## src/hdl/rvd_pkg.sv

```systemverilog
// shared types, codes and float helpers for the register value decoder
package rvd_pkg;

	typedef enum logic [2:0] {
		VT_U16 = 3'd0,
		VT_I16 = 3'd1,
		VT_U32 = 3'd2,
		VT_I32 = 3'd3,
		VT_F32 = 3'd4
	} vtype_t;

	typedef enum logic [1:0] {
		BO_ABCD = 2'd0,
		BO_BADC = 2'd1,
		BO_CDAB = 2'd2,
		BO_DCBA = 2'd3
	} border_t;

	localparam logic [31:0] CANON_NAN = 32'h7FC0_0000;

	typedef struct packed {
		logic [15:0] reg_first;
		logic [15:0] reg_second;
		logic [2:0]  value_type;
		logic [1:0]  byte_order;
		logic [31:0] scale_bits;
		logic [31:0] offset_bits;
	} req_t;

	typedef struct packed {
		logic [31:0] value_bits;
	} rsp_t;

	// unpacked float: special flags, sign, unbiased exp, significand with hidden bit
	typedef struct packed {
		logic        nan;
		logic        inf;
		logic        zero;
		logic        sign;
		logic signed [9:0] exp;
		logic [23:0] man;
	} fp_t;

	function automatic fp_t fp_unpack(input logic [31:0] b);
		fp_t r;
		r.sign = b[31];
		r.nan  = (b[30:23] == 8'hFF) && (b[22:0] != '0);
		r.inf  = (b[30:23] == 8'hFF) && (b[22:0] == '0);
		r.zero = (b[30:0] == '0);
		if (b[30:23] == 8'h00) begin
			r.exp = -10'sd126;
			r.man = {1'b0, b[22:0]};
		end else begin
			r.exp = $signed({2'b00, b[30:23]}) - 10'sd127;
			r.man = {1'b1, b[22:0]};
		end
		return r;
	endfunction

	function automatic logic [5:0] lzc48(input logic [47:0] v);
		logic [5:0] n;
		logic       hit;
		n = 6'd48;
		hit = 1'b0;
		for (int i = 47; i >= 0; i--) begin
			if (!hit && v[i]) begin
				n = 6'(47 - i);
				hit = 1'b1;
			end
		end
		return n;
	endfunction

	// round a value sig * 2^(e - 47), sig msb at bit 47, plus sticky, to binary32
	function automatic logic [31:0] fp_round(input logic sign, input logic signed [11:0] e,
			input logic [47:0] sig, input logic sticky);
		logic [49:0] m;
		logic [6:0]  sh;
		logic signed [11:0] be;
		logic [23:0] kept;
		logic        g, st;
		logic [24:0] rnd;
		logic [31:0] r;
		be = e + 12'sd127;
		m = {sig, 2'b00};
		st = sticky;
		if (be < 12'sd1) begin
			sh = (be < -12'sd30) ? 7'd32 : 7'(12'sd1 - be);
			for (int i = 0; i < 50; i++) begin
				if (i < int'(sh) && m[i]) st = 1'b1;
			end
			m = m >> sh;
			be = 12'sd0;
		end
		kept = m[49:26];
		g = m[25];
		st = st | (m[24:0] != '0);
		rnd = {1'b0, kept} + 25'(g && (st || kept[0]));
		if (rnd[24]) begin
			rnd = rnd >> 1;
			be = be + 12'sd1;
		end else if (be == 12'sd0 && rnd[23]) begin
			be = 12'sd1;
		end
		if (be >= 12'sd255) r = {sign, 8'hFF, 23'd0};
		else r = {sign, be[7:0], rnd[22:0]};
		return r;
	endfunction

endpackage

```

## src/hdl/rvd_raw.sv

```systemverilog
// byte arrangement and integer to float conversion, registered
module rvd_raw
	import rvd_pkg::*;
(
	input  logic        clk,
	input  logic        en,
	input  req_t        req,
	output logic [31:0] raw_s1,
	output logic [31:0] scale_s1,
	output logic [31:0] offset_s1
);
	logic [7:0]  b0, b1, b2, b3;
	logic [31:0] word, mag, raw;
	logic        neg;
	logic [47:0] ext;
	logic [5:0]  lz;
	logic [47:0] nrm;

	always_comb begin
		b0 = req.reg_first[15:8];
		b1 = req.reg_first[7:0];
		b2 = req.reg_second[15:8];
		b3 = req.reg_second[7:0];
		case (border_t'(req.byte_order))
			BO_BADC: word = {b1, b0, b3, b2};
			BO_CDAB: word = {b2, b3, b0, b1};
			BO_DCBA: word = {b3, b2, b1, b0};
			default: word = {b0, b1, b2, b3};
		endcase
		neg = 1'b0;
		mag = '0;
		case (req.value_type)
			VT_U16: mag = {16'd0, req.reg_first};
			VT_I16: begin
				neg = req.reg_first[15];
				mag = neg ? {16'd0, 16'(-req.reg_first)} : {16'd0, req.reg_first};
				if (neg && req.reg_first == 16'h8000) mag = 32'h8000;
			end
			VT_U32: mag = word;
			VT_I32: begin
				neg = word[31];
				mag = neg ? -word : word;
			end
			default: mag = '0;
		endcase
		ext = {mag, 16'd0};
		lz = lzc48(ext);
		nrm = ext << lz;
		if (mag == '0) raw = '0;
		else raw = fp_round(neg, 12'sd31 - 12'(lz), nrm, 1'b0);
		if (req.value_type == VT_F32) raw = word;
	end

	always_ff @(posedge clk) begin
		if (en) begin
			raw_s1 <= raw;
			scale_s1 <= req.scale_bits;
			offset_s1 <= req.offset_bits;
		end
	end
endmodule

```

## config.mk

```make
export PLATFORM = sky130hd
export DESIGN_NAME = rvd_raw
export DESIGN_NICKNAME = d
export VERILOG_FILES = /design/src/hdl/rvd_pkg.sv /design/src/hdl/rvd_raw.sv
export SDC_FILE = /design/constraint.sdc
export NUM_CORES = 1
export LEC_CHECK = 0
export BUFFER_PORTS_ARGS = -buffer_cell sky130_fd_sc_hd__buf_2
export CORE_ASPECT_RATIO = 0.8
export CORE_MARGIN = 4
export CORE_UTILIZATION = 50
export DETAILED_ROUTE_END_ITERATION = 10
export PLACE_DENSITY_LB_ADDON = 0.15
export SLEW_MARGIN = 30
export SYNTH_ARGS = -nofsm -noshare
export SYNTH_HDL_FRONTEND = slang
export SYNTH_SLANG_ARGS = --single-unit
```

## constraint.sdc

```tcl
create_clock -name clk -period 21 [get_ports clk]
set_input_delay 3.15 -clock clk [delete_from_list [all_inputs] [get_ports clk]]
set_output_delay 3.15 -clock clk [all_outputs]
set_load 0.05 [all_outputs]
```

### Word-level counts from Yosys, hierarchy flattened

Cells that the tools add are included.

| cells by class | value |
|---|---|
| equal/unequal tests | 8 |
| muxes and demuxes | 131 |
| reductions and logical operators | 118 |
| $add $sub $neg | 7 |
| bitwise gates (word level) | 1 |
| $lt $le $gt $ge | 51 |
| shift-type cells | 2 |

Operator list:

| operator | number |
|---|---|
| $mux W6 | 32 |
| $pmux W32 S4 | 1 |
| $lt A6 B7 Y1 const A | 18 |
| $lt A5 B7 Y1 const A | 16 |
| $mux W50 | 2 |
| $mux W32 | 3 |
| $pmux W32 S3 | 1 |
| $logic_and A1 B1 Y1 | 82 |
| $mux W1 | 81 |
| $mux W12 | 5 |
| $lt A4 B7 Y1 const A | 8 |
| $shr A50 B7 Y50 | 1 |
| $shl A48 B6 Y48 | 1 |
| $logic_not A32 Y1 | 1 |
| $mux W16 | 2 |
| $neg A32 Y32 | 1 |
| $logic_not A1 Y1 | 31 |
| $mux W31 | 1 |
| $lt A3 B7 Y1 const A | 4 |
| $add A24 B1 Y25 | 1 |
| $reduce_bool A25 Y1 | 1 |
| $mux W23 | 1 |
| $eq A16 B16 Y1 const B | 1 |
| $neg A16 Y16 | 1 |
| 19 further kinds | 22 |

| word-level totals | value |
|---|---|
| bits in registers | 96 |
| output and inout bits | 96 |
| bits of input ports | 103 |

### Logic depth before layout (Yosys ltp)

| depth | value |
|---|---|
| word-level depth | 167 |
| depth in mapped cells | 38 |
| mapped depth without buffers | 29 |

### Worst setup path before layout

OpenSTA, ideal clock, no wires.

| timing path | value |
|---|---|
| path type | input port to flip-flop |
| start | input port req[64] (netlist name) |
| end | register raw_s1[25], data pin |
| setup slack | 10.721 ns |
| setup time | 0.257 ns |
| stages | 35 |
| arrival time | 10.022 ns |
| required time | 20.743 ns |
| cell sequence | buf_6 -> buf_12 -> buf_6 -> buf_6 -> mux4_2 -> inv_1 -> ha_1 -> nand2b_1 -> o22ai_1 -> and4_1 -> buf_4 -> a2111oi_2 -> a311oi_2 -> nand4_1 -> or4_4 -> or3_1 -> or3_1 -> buf_6 -> nand2_8 -> inv_6 -> buf_6 -> buf_6 -> nor3_1 -> o21ai_0 -> a21oi_1 -> ha_1 -> inv_1 -> nor2_1 -> o311ai_1 -> o22ai_2 -> o211ai_4 -> nor4_4 -> nand4_4 -> or3_1 -> a32o_1 |

| on the way | value |
|---|---|
| word-level cells in the longest chain between the ends | 167 |

Ends and longest elaborated chain:

| element | line | text |
|---|---|---|
| from (decl) | rvd_raw.sv:7 | `input req_t req,` |
| $eq A2 B2 Y1 or $eq A2 B1 Y1 (tied branches) | rvd_raw.sv:24 | `case (border_t'(req.byte_order))` |
| $pmux W32 S3 (*) | rvd_raw.sv:24 |  |
| $neg A32 Y32 | rvd_raw.sv:42 | `mag = neg ? -word : word;` |
| $mux W32 | rvd_raw.sv:42 |  |
| $pmux W32 S4 | rvd_raw.sv:32 | `case (req.value_type)` |
| $mux W1 | rvd_pkg.sv:66 | `if (!hit && v[i]) begin` |
| $logic_not A1 Y1 | rvd_pkg.sv:66 |  |
| $logic_and A1 B1 Y1 | rvd_pkg.sv:66 |  |
| [152 not listed] | - |  |
| $mux W12 | rvd_pkg.sv:102 | `end else if (be == 12'sd0 && rnd[23]) begin` |
| $mux W12 | rvd_pkg.sv:99 | `if (rnd[24]) begin` |
| $mux W12 | rvd_raw.sv:49 | `if (mag == '0) raw = '0;` |
| $ge A12 B9 Y1 | rvd_pkg.sv:105 | `if (be >= 12'sd255) r = {sign, 8'hFF, 23'd0};` |
| $mux W31 | rvd_pkg.sv:105 |  |
| $mux W32 | rvd_raw.sv:49 |  |
| $mux W32 (*) | rvd_raw.sv:51 | `if (req.value_type == VT_F32) raw = word;` |
| via raw[25] | rvd_raw.sv:13 | `logic [31:0] word, mag, raw;` |
| to (signal assigned) | rvd_raw.sv:56 | `raw_s1 <= raw;` |
| to (decl) | rvd_raw.sv:8 | `output logic [31:0] raw_s1,` |

Mark *: on every way through the listed nets, which the timed path passes. The rest lies on a longest branch. The select of a mux whose other input is x is not followed.
A chain may end at the register's enable or synchronous reset.

### Final worst setup path

Same ends and word-level chain as after synthesis.

==> results_dict.tcl <==
set metrics [dict create \
    ys_async_sr_fraction 0 \
    layout_min_cycle_time_ns 11.73 \
    wl_microns 39400 \
    place_hpwl_microns 30500 \
    num-nets-final 1332 \
    drv_slew 0 \
    worstMarginPinSlew_ns 1.12 \
    clk_pin_slew_ns 0.06 \
    grt_max_degree 73 \
    fp.dieArea_sq_mm 0.0219 \
    io_buffers 198 \
    syn_avg_cell_area_sq_um 9.09 \
    hold_class "input port to flip-flop" \
    drt-pass1-iter-count 6 \
    cts_tree "built" \
    grt_use_total 0.345 \
    crit_fanout 44 \
    setup_viol 0 \
    rsz0062_at_grt "no" \
    ctsResizeCount 0 \
    grt_pass1_vias 9455 \
    antenna_found_initial 1 \
    hold_start "req[55]" \
    critPathKind "input port to flip-flop" \
    cp-startpoint "req[64]" \
    cts.sink_count 96 \
    ys_types 104 \
    core_area_sq_mm 0.0191 \
    stdcell_count 1487 \
    drc 0 \
    totalPowerFinal_mw 1.09 \
    worst_ep_arrival_time_ns 11.82 \
    vias 10500 \
    synth_cells 1075 \
    hold_viol 0 \
    yosys_warnings 0 \
    holdBufCountCts 0 \
    root_buffer "clkbuf_16" \
    ys_ff_latch 96 \
    setup_tns_ns 0 \
    htree_levels 3 \
    wl_per_cell_microns 26.5 \
    overflow 0 \
    die_w_microns 164 \
    ant_nets 0 \
    slew_headroom 0.247 \
    place_inst 1470 \
    cellLeakagePower_nw 4.09 \
    max_freq_ghz 0.0852 \
    crit_required_ns 21.08 \
    cp-start-kind "input port" \
    clockBufferDepth 2 \
    rows 45 \
    period_share 0.559 \
    finalWeightedCongestion 1.05 \
    syn_nets 1184 \
    drive_above_1_share 0.260 \
    ys_seq_area_frac 0.295 \
    crit_path_end_kind "flip-flop" \
    maxCapViolCount 0 \
    drt-vias-per-instance 7.04 \
    area_growth_pct 13.8 \
    numCtsBuffers 9 \
    status "complete, no violations" \
    ir_drop_mv 0.0856 \
    synth_ff_type "edfxtp_1" \
    power_density_mw_per_mm2 97.7 \
    fp.dieH_microns 133 \
    grt_pass1_wl_microns 58600 \
    start_util 0.512 \
    post-cts-setup-buffers 0 \
    drt_iter0_markers 1678 \
    synth-edff-count 96 \
    netlist_area_sq_mm 0.00977 \
    pin_count 199 \
]
## per-layer routing
metal / track usage / wire length, microns / vias to the layer above
met1: 0.498 / 15900 / 4915
met3: 0.112 / 6050 / 110
met4: 0.126 / 1330 / 2
li1: - / - / 4577
met2: 0.480 / 16100 / 859
met5: 0.0114 / 31 / -
## stage by stage
step,hold WS (ns),utilization,setup WS [ns],cell area [sq um]
after floorplan,3.25,-,10.72,9770
after global placement,3.33,0.565,9.23,10800
after detailed placement,3.33,0.566,9.22,10800
after CTS,2.97,0.582,9.57,11100
after global routing,2.97,0.583,8.67,11100
final,2.99,0.583,9.27,11100
## worst max-delay path, stage by stage
cell	delay [ns]
buf_2	0.08
buf_4	0.49
mux4_1	0.86
nor4_2	0.76
nand4_1	0.39
o41ai_1	0.45
xnor2_1	0.22
o21ai_0	0.25
and2_1	0.27
a31oi_1	0.24
o221ai_1	0.17
buf_4	0.23
nor2_2	0.34
buf_4	0.30
inv_1	0.29
o31ai_1	0.46
o211ai_1	0.27
a21oi_1	0.31
ha_1	0.21
inv_1	0.07
nor2_1	0.11
o311ai_1	0.13
o22ai_2	0.30
o211ai_4	0.17
nor4_4	0.44
nand4_4	0.21
or3_1	0.35
a32o_1	0.25
## cell usage after synthesis (15+ instances only)
library cell / instances / share of area
buf_2: 21 / 0.011
o22ai_1: 15 / 0.0096
a31oi_1: 15 / 0.0096
mux4_2: 28 / 0.065
xor2_1: 15 / 0.013
nand3_1: 32 / 0.016
nand4_1: 17 / 0.011
nor2_1: 88 / 0.034
nand2_1: 93 / 0.036
mux2i_1: 34 / 0.035
o211ai_1: 25 / 0.019
a21oi_1: 64 / 0.033
nor3_1: 52 / 0.027
edfxtp_1: 96 / 0.30
a211oi_1: 21 / 0.016
clkbuf_1: 33 / 0.013
inv_1: 23 / 0.0088
xnor2_1: 34 / 0.030
o21ai_0: 50 / 0.026
nor4_1: 20 / 0.013
## placed cells by master, fill, tap and decap left out, types with 6 or more instances in the layout
master | netlist | final
a2111oi_0 | 7 | 6
a211o_1 | 8 | 8
a211oi_1 | 21 | 21
a21oi_1 | 64 | 64
a31oi_1 | 15 | 15
a41oi_1 | 12 | 12
and2_1 | 13 | 13
and3_1 | 9 | 9
and4_1 | 8 | 8
buf_2 | 21 | 196
buf_4 | 6 | 19
clkbuf_16 | 0 | 9
edfxtp_1 | 96 | 96
ha_1 | 6 | 6
inv_1 | 23 | 23
mux2_2 | 7 | 7
mux2i_1 | 34 | 34
mux4_2 | 28 | 28
nand2_1 | 93 | 93
nand2b_1 | 8 | 8
nand3_1 | 32 | 32
nand4_1 | 17 | 17
nor2_1 | 88 | 88
nor3_1 | 52 | 50
nor3_2 | 5 | 7
nor4_1 | 20 | 18
nor4_2 | 4 | 6
o211ai_1 | 25 | 25
o21a_1 | 6 | 6
o21ai_0 | 50 | 50
o21ai_1 | 14 | 13
o221ai_1 | 8 | 8
o22ai_1 | 15 | 15
o31ai_1 | 11 | 11
or2_2 | 7 | 7
or3_1 | 12 | 12
xnor2_1 | 34 | 34
xor2_1 | 15 | 15
## final cells by class
class / instances / area [sq um]
Antenna cell: 1 / 2.50
Clock buffer: 11 / 233
Clock inverter: 5 / 81.3
Fill cell: 1727 / 7970
Inverter: 24 / 95.1
Multi-Input combinational cell: 877 / 6380
Sequential cell: 96 / 2880
Tap cell: 258 / 323
Timing Repair Buffer: 215 / 1120
## logic make-up (layout without fill, tap and decap cells)
group           Yosys count  in the layout  synth area share
simple gates            399            399             0.220
compound gates          349            349             0.259
buf+inv                 102            255            0.0556
flops                    96             96             0.295
mux                      74             74             0.119
xor+xnor                 49             49            0.0439
fa+ha+maj                 6              6           0.00768
other cells               0              1                 0
## state kept, by name (all words and copies together) (netlist names)
signal     count
offset_s1     32
raw_s1        32
scale_s1      32
## power by group
group	internal [mW]	switching (mW)
combinational	0.185	0.476
sequential	0.251	0.00719
clock	0.104	0.0635
## final timing paths
path / slack [ns] / depth (start not counted) / to
setup / recovery: 9.27 / 28 / raw_s1[25]$_DFFE_PP_
hold / removal: 2.99 / 1 / scale_s1[23]$_DFFE_PP_
(Power assumes the default switching activity.)
